[config.mk]
export PLATFORM = sky130hd
export DESIGN_NAME = passive_cell_balancer_top
export DESIGN_NICKNAME = d
export VERILOG_FILES = /design/src/hw/rtl/pcb_pkg.sv /design/src/hw/rtl/pcb_lane.sv /design/src/hw/rtl/pcb_merge.sv /design/src/hw/rtl/passive_cell_balancer_top.sv
export SDC_FILE = /design/constraint.sdc
export NUM_CORES = 2
export LEC_CHECK = 0
export ABC_AREA = 1
export BUFFER_PORTS_ARGS = -buffer_cell sky130_fd_sc_hd__buf_2
export CAP_MARGIN = 40
export CELL_PAD_IN_SITES_DETAIL_PLACEMENT = 1
export CELL_PAD_IN_SITES_GLOBAL_PLACEMENT = 2
export CORE_UTILIZATION = 35
export DETAILED_ROUTE_END_ITERATION = 8
export HOLD_SLACK_MARGIN = 0.15
export PLACE_DENSITY_LB_ADDON = 0.1
export SLEW_MARGIN = 15
export SYNTH_ARGS = -nofsm -noshare
export SYNTH_HDL_FRONTEND = slang
export SYNTH_SLANG_ARGS = --single-unit
[constraint.sdc]
create_clock -name clk -period 11.7 [get_ports clk]
set_input_delay 2.34 -clock clk [delete_from_list [all_inputs] [get_ports clk]]
set_output_delay 2.34 -clock clk [all_outputs]
set_load 0.02 [all_outputs]
[src/hw/rtl/pcb_pkg.sv]
`timescale 1ns / 1ps
// Shared types and constants of the passive cell balancer.
package pcb_pkg;

  localparam int NUM_CELLS  = 6;
  localparam int CELL_W     = 13;
  localparam int PACK_W     = 16;
  localparam int CHG_W      = 6;
  localparam int CNT_W      = 3;
  localparam int CFG_IDX_W  = 2;
  localparam int CFG_DATA_W = 13;

  localparam logic [CELL_W-1:0] MIN_START_MV = CELL_W'(4300);
  localparam logic [CELL_W-1:0] HYST_MV      = CELL_W'(2);
  localparam logic [CELL_W-1:0] RESET_RELEASE_MV = CELL_W'(4200);
  localparam logic [CNT_W-1:0]  RESET_CELL_COUNT = CNT_W'(6);

  // Charge per tick is (v / 22 ohm) * 100 ms / 1000, which floors to v / 220.
  // Divide by 220 with a reciprocal: exact for every 13-bit voltage.
  localparam int RECIP_W     = 14;
  localparam int RECIP_SHIFT = 21;
  localparam logic [RECIP_W-1:0] RECIP_M = RECIP_W'(9533);

  // Configuration register indexes.
  localparam logic [CFG_IDX_W-1:0] CFG_CELL_COUNT = CFG_IDX_W'(0);
  localparam logic [CFG_IDX_W-1:0] CFG_RELEASE_MV = CFG_IDX_W'(1);

  typedef logic [CELL_W-1:0] cell_mv_t;
  typedef logic [CHG_W-1:0]  charge_t;

  // Load enables of the two pipeline stages shared by lanes and merge.
  typedef struct packed {
    logic ld1;
    logic ld2;
  } pcb_stage_en_t;

endpackage

[src/hw/rtl/pcb_lane.sv]
`timescale 1ns / 1ps
// One cell lane: register the voltage, compute its charge and bleed request.
module pcb_lane (
  input  logic                   clk,
  input  pcb_pkg::pcb_stage_en_t ctl,
  input  logic                   used_i,
  input  pcb_pkg::cell_mv_t      cell_mv_i,
  input  pcb_pkg::cell_mv_t      lo_i,
  output pcb_pkg::cell_mv_t      lo_cand_o,
  output pcb_pkg::cell_mv_t      hi_cand_o,
  output logic                   bleed_req_o,
  output pcb_pkg::charge_t       charge_o
);
  import pcb_pkg::*;

  logic [CELL_W+RECIP_W-1:0] prod;
  cell_mv_t v1_r, v2_r;
  logic     used1_r;
  charge_t  q1_r, q2_r;

  assign prod = (CELL_W+RECIP_W)'(cell_mv_i) * (CELL_W+RECIP_W)'(RECIP_M);

  always_ff @(posedge clk) begin
    if (ctl.ld1) begin
      v1_r    <= cell_mv_i;
      used1_r <= used_i;
      q1_r    <= prod[RECIP_SHIFT +: CHG_W];
    end
    if (ctl.ld2) begin
      v2_r <= v1_r;
      q2_r <= q1_r;
    end
  end

  // Unused cells drop out of min, max and sum.
  assign lo_cand_o = used1_r ? v1_r : MIN_START_MV;
  assign hi_cand_o = used1_r ? v1_r : '0;

  assign bleed_req_o = {1'b0, v2_r} > ({1'b0, lo_i} + {1'b0, HYST_MV});
  assign charge_o    = q2_r;

endmodule

[src/hw/rtl/pcb_merge.sv]
`timescale 1ns / 1ps
// Merge stage: minimum, maximum and sum over the lane candidates.
module pcb_merge (
  input  logic                   clk,
  input  pcb_pkg::pcb_stage_en_t ctl,
  input  pcb_pkg::cell_mv_t      lo_cand_i [pcb_pkg::NUM_CELLS],
  input  pcb_pkg::cell_mv_t      hi_cand_i [pcb_pkg::NUM_CELLS],
  output pcb_pkg::cell_mv_t      lo_o,
  output pcb_pkg::cell_mv_t      hi_o,
  output logic [pcb_pkg::PACK_W-1:0] sum_o
);
  import pcb_pkg::*;

  cell_mv_t          lo_nxt, hi_nxt, lo_r, hi_r;
  logic [PACK_W-1:0] sum_nxt, sum_r;

  always_comb begin
    lo_nxt  = MIN_START_MV;
    hi_nxt  = '0;
    sum_nxt = '0;
    for (int i = 0; i < NUM_CELLS; i++) begin
      if (lo_cand_i[i] < lo_nxt) lo_nxt = lo_cand_i[i];
      if (hi_cand_i[i] > hi_nxt) hi_nxt = hi_cand_i[i];
      sum_nxt = sum_nxt + PACK_W'(hi_cand_i[i]);
    end
  end

  always_ff @(posedge clk) begin
    if (ctl.ld2) begin
      lo_r  <= lo_nxt;
      hi_r  <= hi_nxt;
      sum_r <= sum_nxt;
    end
  end

  assign lo_o  = lo_r;
  assign hi_o  = hi_r;
  assign sum_o = sum_r;

endmodule

[src/hw/rtl/passive_cell_balancer_top.sv]
`timescale 1ns / 1ps
// Passive cell balancer top level: lanes, merge, duty-cycle decision, output.
//
// Each item carries six cell voltages and a charging flag and yields one
// result item. The block is a three-stage pipeline: six lanes register the
// cells and compute per-cell charge, a merge stage forms lowest, highest and
// pack sum, and the last stage takes the bleed decision, updates the duty
// phase, finish counter and bleed bits, and holds the result in the output
// register. It accepts one item per cycle while in_stall is low; an item
// passes the lane, merge and output registers in order, and each stage holds
// while the one after it is full and stalled, so in_stall rises only when all
// three stages are full. The duty state advances once per item, in item order,
// so results match a strictly sequential evaluation. Configuration writes are
// always ready and must only be made while no item is in flight.
module passive_cell_balancer_top #(
  parameter int FINISH_RELOAD = 10,
  parameter int PHASE_LAST    = 2
) (
  input  logic                            clk,
  input  logic                            rst_n,
  // input channel
  input  logic                            in_valid,
  output logic                            in_stall,
  input  logic [pcb_pkg::CELL_W-1:0]      in_cell0_mv,
  input  logic [pcb_pkg::CELL_W-1:0]      in_cell1_mv,
  input  logic [pcb_pkg::CELL_W-1:0]      in_cell2_mv,
  input  logic [pcb_pkg::CELL_W-1:0]      in_cell3_mv,
  input  logic [pcb_pkg::CELL_W-1:0]      in_cell4_mv,
  input  logic [pcb_pkg::CELL_W-1:0]      in_cell5_mv,
  input  logic                            in_charging,
  // result channel
  output logic                            out_valid,
  input  logic                            out_stall,
  output logic [pcb_pkg::NUM_CELLS-1:0]   out_bleed_mask,
  output logic                            out_finished,
  output logic [pcb_pkg::PACK_W-1:0]      out_pack_mv,
  output logic [pcb_pkg::CELL_W-1:0]      out_lowest_mv,
  output logic [pcb_pkg::CELL_W-1:0]      out_highest_mv,
  output logic [pcb_pkg::CHG_W-1:0]       out_charge0_mas,
  output logic [pcb_pkg::CHG_W-1:0]       out_charge1_mas,
  output logic [pcb_pkg::CHG_W-1:0]       out_charge2_mas,
  output logic [pcb_pkg::CHG_W-1:0]       out_charge3_mas,
  output logic [pcb_pkg::CHG_W-1:0]       out_charge4_mas,
  output logic [pcb_pkg::CHG_W-1:0]       out_charge5_mas,
  // configuration write channel
  input  logic                            cfg_valid,
  output logic                            cfg_ready,
  input  logic [pcb_pkg::CFG_IDX_W-1:0]   cfg_index,
  input  logic [pcb_pkg::CFG_DATA_W-1:0]  cfg_wdata
);
  import pcb_pkg::*;

  localparam int PHASE_W = (PHASE_LAST > 1) ? $clog2(PHASE_LAST + 1) : 1;
  localparam int FIN_W   = (FINISH_RELOAD > 1) ? $clog2(FINISH_RELOAD + 1) : 1;

  // Configuration registers
  logic [CNT_W-1:0] cell_count_r;
  cell_mv_t         release_mv_r;

  // Pipeline control
  logic          v1_r, v2_r, out_valid_r;
  logic          adv1, adv2, adv3;
  pcb_stage_en_t ctl;
  logic          chg1_r, chg2_r;

  // Duty state
  logic [PHASE_W-1:0]   phase_r, phase_nxt;
  logic [FIN_W-1:0]     finish_r, finish_nxt;
  logic [NUM_CELLS-1:0] bleed_r, bleed_nxt, bleed_set;
  logic                 decide;

  // Lane wiring
  cell_mv_t             cell_mv [NUM_CELLS];
  cell_mv_t             lo_cand [NUM_CELLS];
  cell_mv_t             hi_cand [NUM_CELLS];
  charge_t              lane_charge [NUM_CELLS];
  logic [NUM_CELLS-1:0] used;
  logic [NUM_CELLS-1:0] req;
  cell_mv_t             lo_mv, hi_mv;
  logic [PACK_W-1:0]    sum_mv;

  // Output registers
  logic [NUM_CELLS-1:0] mask_r;
  logic                 finished_r;
  logic [PACK_W-1:0]    pack_r;
  cell_mv_t             lowest_r, highest_r;
  charge_t              charge_r [NUM_CELLS];

  // Configuration: always ready, unknown indexes drop.
  assign cfg_ready = 1'b1;

  always_ff @(posedge clk) begin
    if (!rst_n) begin
      cell_count_r <= RESET_CELL_COUNT;
      release_mv_r <= RESET_RELEASE_MV;
    end else if (cfg_valid && cfg_ready) begin
      unique case (cfg_index)
        CFG_CELL_COUNT: cell_count_r <= cfg_wdata[CNT_W-1:0];
        CFG_RELEASE_MV: release_mv_r <= cfg_wdata[CELL_W-1:0];
        default: ;
      endcase
    end
  end

  // Pipeline advance: a stage loads when empty or when its successor moves.
  assign adv3     = !out_valid_r || !out_stall;
  assign adv2     = !v2_r || adv3;
  assign adv1     = !v1_r || adv2;
  assign in_stall = !adv1;
  assign ctl.ld1  = in_valid && adv1;
  assign ctl.ld2  = v1_r && adv2;

  always_ff @(posedge clk) begin
    if (!rst_n) begin
      v1_r        <= 1'b0;
      v2_r        <= 1'b0;
      out_valid_r <= 1'b0;
    end else begin
      if (adv1) v1_r <= in_valid;
      if (adv2) v2_r <= v1_r;
      if (adv3) out_valid_r <= v2_r;
    end
  end

  always_ff @(posedge clk) begin
    if (ctl.ld1) chg1_r <= in_charging;
    if (ctl.ld2) chg2_r <= chg1_r;
  end

  assign cell_mv[0] = in_cell0_mv;
  assign cell_mv[1] = in_cell1_mv;
  assign cell_mv[2] = in_cell2_mv;
  assign cell_mv[3] = in_cell3_mv;
  assign cell_mv[4] = in_cell4_mv;
  assign cell_mv[5] = in_cell5_mv;

  // A cell takes part in min, max and sum when its index is below the count;
  // counts above the cell number saturate by themselves.
  always_comb begin
    for (int i = 0; i < NUM_CELLS; i++) begin
      used[i] = CNT_W'(i) < cell_count_r;
    end
  end

  for (genvar g = 0; g < NUM_CELLS; g++) begin : g_lane
    pcb_lane u_lane (
      .clk         (clk),
      .ctl         (ctl),
      .used_i      (used[g]),
      .cell_mv_i   (cell_mv[g]),
      .lo_i        (lo_mv),
      .lo_cand_o   (lo_cand[g]),
      .hi_cand_o   (hi_cand[g]),
      .bleed_req_o (req[g]),
      .charge_o    (lane_charge[g])
    );
  end

  pcb_merge u_merge (
    .clk       (clk),
    .ctl       (ctl),
    .lo_cand_i (lo_cand),
    .hi_cand_i (hi_cand),
    .lo_o      (lo_mv),
    .hi_o      (hi_mv),
    .sum_o     (sum_mv)
  );

  // Decision: only in phase 0, while charging, with the top cell above release.
  always_comb begin
    decide     = (phase_r == PHASE_W'(0)) && chg2_r && (hi_mv > release_mv_r);
    bleed_set  = decide ? req : bleed_r;
    finish_nxt = finish_r;
    if (decide) begin
      if (|req) begin
        finish_nxt = FIN_W'(FINISH_RELOAD);
      end else if (finish_r != '0) begin
        finish_nxt = finish_r - 1'b1;
      end
    end
    // Wrap the duty phase and drop every bleed bit at the end of the cycle.
    if (phase_r == PHASE_W'(PHASE_LAST)) begin
      phase_nxt = '0;
      bleed_nxt = '0;
    end else begin
      phase_nxt = phase_r + 1'b1;
      bleed_nxt = bleed_set;
    end
  end

  // Advance the duty state once per item as it enters the output register.
  always_ff @(posedge clk) begin
    if (!rst_n) begin
      phase_r  <= '0;
      finish_r <= FIN_W'(FINISH_RELOAD);
      bleed_r  <= '0;
    end else if (v2_r && adv3) begin
      phase_r  <= phase_nxt;
      finish_r <= finish_nxt;
      bleed_r  <= bleed_nxt;
    end
  end

  always_ff @(posedge clk) begin
    if (v2_r && adv3) begin
      mask_r     <= bleed_nxt;
      finished_r <= (finish_nxt == '0);
      pack_r     <= sum_mv;
      lowest_r   <= lo_mv;
      highest_r  <= hi_mv;
      for (int i = 0; i < NUM_CELLS; i++) begin
        charge_r[i] <= (decide && req[i]) ? lane_charge[i] : '0;
      end
    end
  end

  assign out_valid       = out_valid_r;
  assign out_bleed_mask  = mask_r;
  assign out_finished    = finished_r;
  assign out_pack_mv     = pack_r;
  assign out_lowest_mv   = lowest_r;
  assign out_highest_mv  = highest_r;
  assign out_charge0_mas = charge_r[0];
  assign out_charge1_mas = charge_r[1];
  assign out_charge2_mas = charge_r[2];
  assign out_charge3_mas = charge_r[3];
  assign out_charge4_mas = charge_r[4];
  assign out_charge5_mas = charge_r[5];

  // Bleed bits are always clear at the start of a duty cycle.
  a_phase0_clear: assert property (@(posedge clk) disable iff (!rst_n)
    (phase_r == PHASE_W'(0)) |-> (bleed_r == '0))
    else $error("bleed bits set in duty phase 0");

  // A cell reporting charge must have its bleed bit in the same result.
  a_charge_mask: assert property (@(posedge clk) disable iff (!rst_n)
    out_valid_r |->
      ((|charge_r[0] && !mask_r[0]) || (|charge_r[1] && !mask_r[1]) ||
       (|charge_r[2] && !mask_r[2]) || (|charge_r[3] && !mask_r[3]) ||
       (|charge_r[4] && !mask_r[4]) || (|charge_r[5] && !mask_r[5])) == 1'b0)
    else $error("charge reported for a cell that does not bleed");

  // The input only stalls with every pipeline stage full.
  a_stall_full: assert property (@(posedge clk) disable iff (!rst_n)
    in_stall |-> (v1_r && v2_r && out_valid_r))
    else $error("input stalled with an empty stage");

  // The finished flag tracks the finish counter of the last result.
  a_finished: assert property (@(posedge clk) disable iff (!rst_n)
    out_valid_r |-> (finished_r == (finish_r == '0)))
    else $error("finished flag disagrees with finish counter");

endmodule

==> summary.md <==
| Metric | Value |
|---|---|
| Status | finished clean |
| CTS H-tree depth | 2 |
| Synth warn | 0 |
| CP endpoint kind | flop |
| CTS Hold Bufs | 0 |
| Number of global-route vias before repair | 27482 |
| Mapped Avg Cell Area | 10.4 um^2 |
| Ys async rst share | 0% |
| Ports | 187 |
| FP Rows | 120 |
| Antenna Nets Post-Route | 0 |
| Post-Route Setup TNS | 0 ns |
| Starting Density | 35.4% |
| Total power | 7.29 mW |
| Worst Hold Class | reg -> reg |
| Yosys cell types | 47 |
| Tightest Pin Transition | 1.05 ns |
| Input/output buffers | 185 |
| Via/cell ratio | 4.80 |
| Multi-input gate area | 0.0234 mm^2 |
| Worst-Skew Late Latency | 0.62 ns |
| Pin count of the biggest net entering global routing | 122 |
| Post-synth EDFFs | 363 |
| Final Hold Vio Count | 0 |
| CTS root buf | clkbuf_16 |
| PwrDens | 172 mW/mm^2 |
| Ys flop type | edfxtp_1 |
| Gp weighted congestion | 0.882 |
| Layout cells sized above 1 | 8.87% |
| First-pass GRT wire length | 166 mm |
| FF+latch area | 0.0115 mm^2 |
| Max Fclk | 0.0954 GHz |
| Nets@finish | 5135 |
| Layout area overhead | 11.6% |
| Fill count | 12013 |
| Crit-path slowest cell | edfxtp_1 |
| CTS tree | yes |
| Horiz. Die Dim | 331 um |
| Critical Path RT | 12.02 ns |
| Leading area contributor after synthesis | edfxtp_1 |
| Tcrit/Tclk final | 89.6% |
| Deepest clock path buffer count | 3 |
| Worst EP arrival | 10.81 ns |
| Critical path type | reg -> reg |
| Area of the core | 0.107 mm^2 |
| Drt wl/cell | 19.9 um |
| Antenna violations before repair | 0 |
| Final min period | 10.49 ns |
| DPL Wire Length | 89.1 mm |
| Cell count after synthesis | 3667 |
| Final wirelength | 106 mm |
| Full die area | 0.110 mm^2 |
| Startpoint type of the worst setup path | flop |
| Inserted Clock Buffers | 47 |
| Share of the synthesized area in the top cell type | 28.7% |
| Total track usage | 19.8% |
| Lkg Pwr | 21.1 nW |
| Synth top area cells | edfxtp_1 (29%), ha_1 (26%), fa_1 (18%), inv_1 (7.7%), nand2_1 (4.5%) |
| Drt drc | 0 |
| Top-count cell post-synth | ha_1 |
| Maxcap violations | 0 |
| Final clock skew | 0.0327 ns |
| Post-synthesis sequential area ratio | 30.3% |
| Register bit total from synthesis | 394 |
| Peak supply drop | 0.0983 mV |
| CTS Sinks | 394 |
| Worst rel slew slack | 30.0% |
| Syn Nets | 4907 |
| RSZ-0062 raised after global routing | no |
| Die height | 331 um |
| Top cells by count, synth | ha_1 (795), inv_1 (783), nand2_1 (456), edfxtp_1 (363), fa_1 (346) |
| Setup Viol. Count Final | 0 |
| Ant diodes | 0 |
| CP max FO | 22 |
| Crit path top cell by count | nand2_1 |
| Pins Over Slew Limit | 0 |
| Slowest stage delay, CP | 0.69 ns |
| Total grt overflow | 0 |
| DRT Pass-1 Iters | 5 |
| Synthesized cell area | 0.0380 mm^2 |
| Iter 0 DRT Violations | 995 |
| Register clock-pin slew on the reported worst setup and hold paths | 0.07 ns |
| Via count | 25608 |
==> where the power goes <==
group          internal (mW)  leakage [nW]  total (mW)  switching (mW)
Combinational           1.60          16.7        3.96            2.36
Clock                  0.806         0.747        1.44           0.636
Sequential              1.81          3.69        1.89          0.0806
==> stage by stage <==
stage	utilization (%)	cells	hold slack, ns	setup WS (ns)	area [um^2]
floorplan	-	3667	0.400	2.66	38000
global placement	38.0	5243	0.402	1.04	40800
detailed placement	38.0	5247	0.406	0.960	40800
CTS	39.4	5334	0.419	0.846	42300
global route	39.5	5336	0.425	0.0175	42400
finish	39.5	5336	0.418	1.21	42400
==> final timing paths <==
| check | startpoint | slack [ns] | end | depth (start not counted) |
|---|---|---|---|---|
| min reg2reg | g_lane[3].u_lane.q1_r[1]$_DFFE_PP_ | 0.42 | g_lane[3].u_lane.charge_o[1]$_DFFE_PP_ | 0 |
| max reg2reg | g_lane[0].u_lane.used1_r$_DFFE_PP_ | 1.21 | u_merge.hi_o[6]$_DFFE_PP_ | 53 |
| max | g_lane[0].u_lane.used1_r$_DFFE_PP_ | 1.21 | u_merge.hi_o[6]$_DFFE_PP_ | 53 |
| min | g_lane[3].u_lane.q1_r[1]$_DFFE_PP_ | 0.42 | g_lane[3].u_lane.charge_o[1]$_DFFE_PP_ | 0 |
==> layer usage <==
layer,up-vias,track usage (%),share of wire [%]
met5,-,0,0
met2,294,33.3,47
met1,12622,27.7,49
li1,12612,-,-
met4,0,4.11,1.9
met3,80,1.53,2.2
==> critical path: cells and delay by family, from the launching register on <==
kind                       cells  cell delay (ns)
AOI/OAI and AO/OA             25             4.62
and+or+nand+nor               16             2.02
buffers and inverters          7             1.11
adders and majority gates      5             1.72
DFF                            1             0.69
==> final cells by class <==
| class | instances | share of cell area (%) |
|---|---|---|
| tap | 1403 | 4.14 |
| clock inverter | 34 | 0.685 |
| clock buffer | 53 | 2.88 |
| inverter | 786 | 6.99 |
| timing repair buffer | 220 | 2.92 |
| sequential | 394 | 27.2 |
| multi-input combinational | 2446 | 55.2 |
==> registers in the layout, summed over array words and instances (netlist names), 16 cells and up <==
signal / count
u_merge.sum_o: 16
g_lane.u_lane.charge_o: 36
out_pack_mv: 16
g_lane.u_lane.v1_r: 78
g_lane.u_lane.v2_r: 78
charge_r: 36
g_lane.u_lane.q1_r: 36
==> cell usage in the layout, fill, tap and decap left out, types with 8 or more instances in the layout <==
cell type  instances
ha_1             795
inv_1            781
xor2_1            41
fa_1             346
nor2_1           131
a21oi_1          206
xnor2_1           21
nand3_1           69
buf_4             30
dfxtp_1           31
nor3_1            13
or2_2             19
nand4_1           29
clkinv_2          13
o21bai_1           8
o21ai_0          190
clkbuf_16         47
nand2_1          456
buf_2            185
edfxtp_1         363
o211ai_1          24
nand2_2           12
a211oi_1          14
a21o_1             9
==> cell families (layout without fill, tap and decap cells) <==
group                    after synthesis  in the layout  share of synthesized area (%)
AND/OR/NAND/NOR                      746            746                           8.21
flip-flops                           394            394                           30.3
AO/OA/AOI/OAI                        491            491                           7.18
buffers and inverters                827           1093                           8.27
other                                  1              1                        0.00988
adder cells (fa/ha/maj)             1141           1141                           44.4
XOR/XNOR                              67             67                           1.55
==> what timing repair did <==
action,in CTS,in global routing
buffers inserted,0,2
endpoints found under the setup margin,0,11
resized for setup,0,1
(Power assumes the default switching activity.)
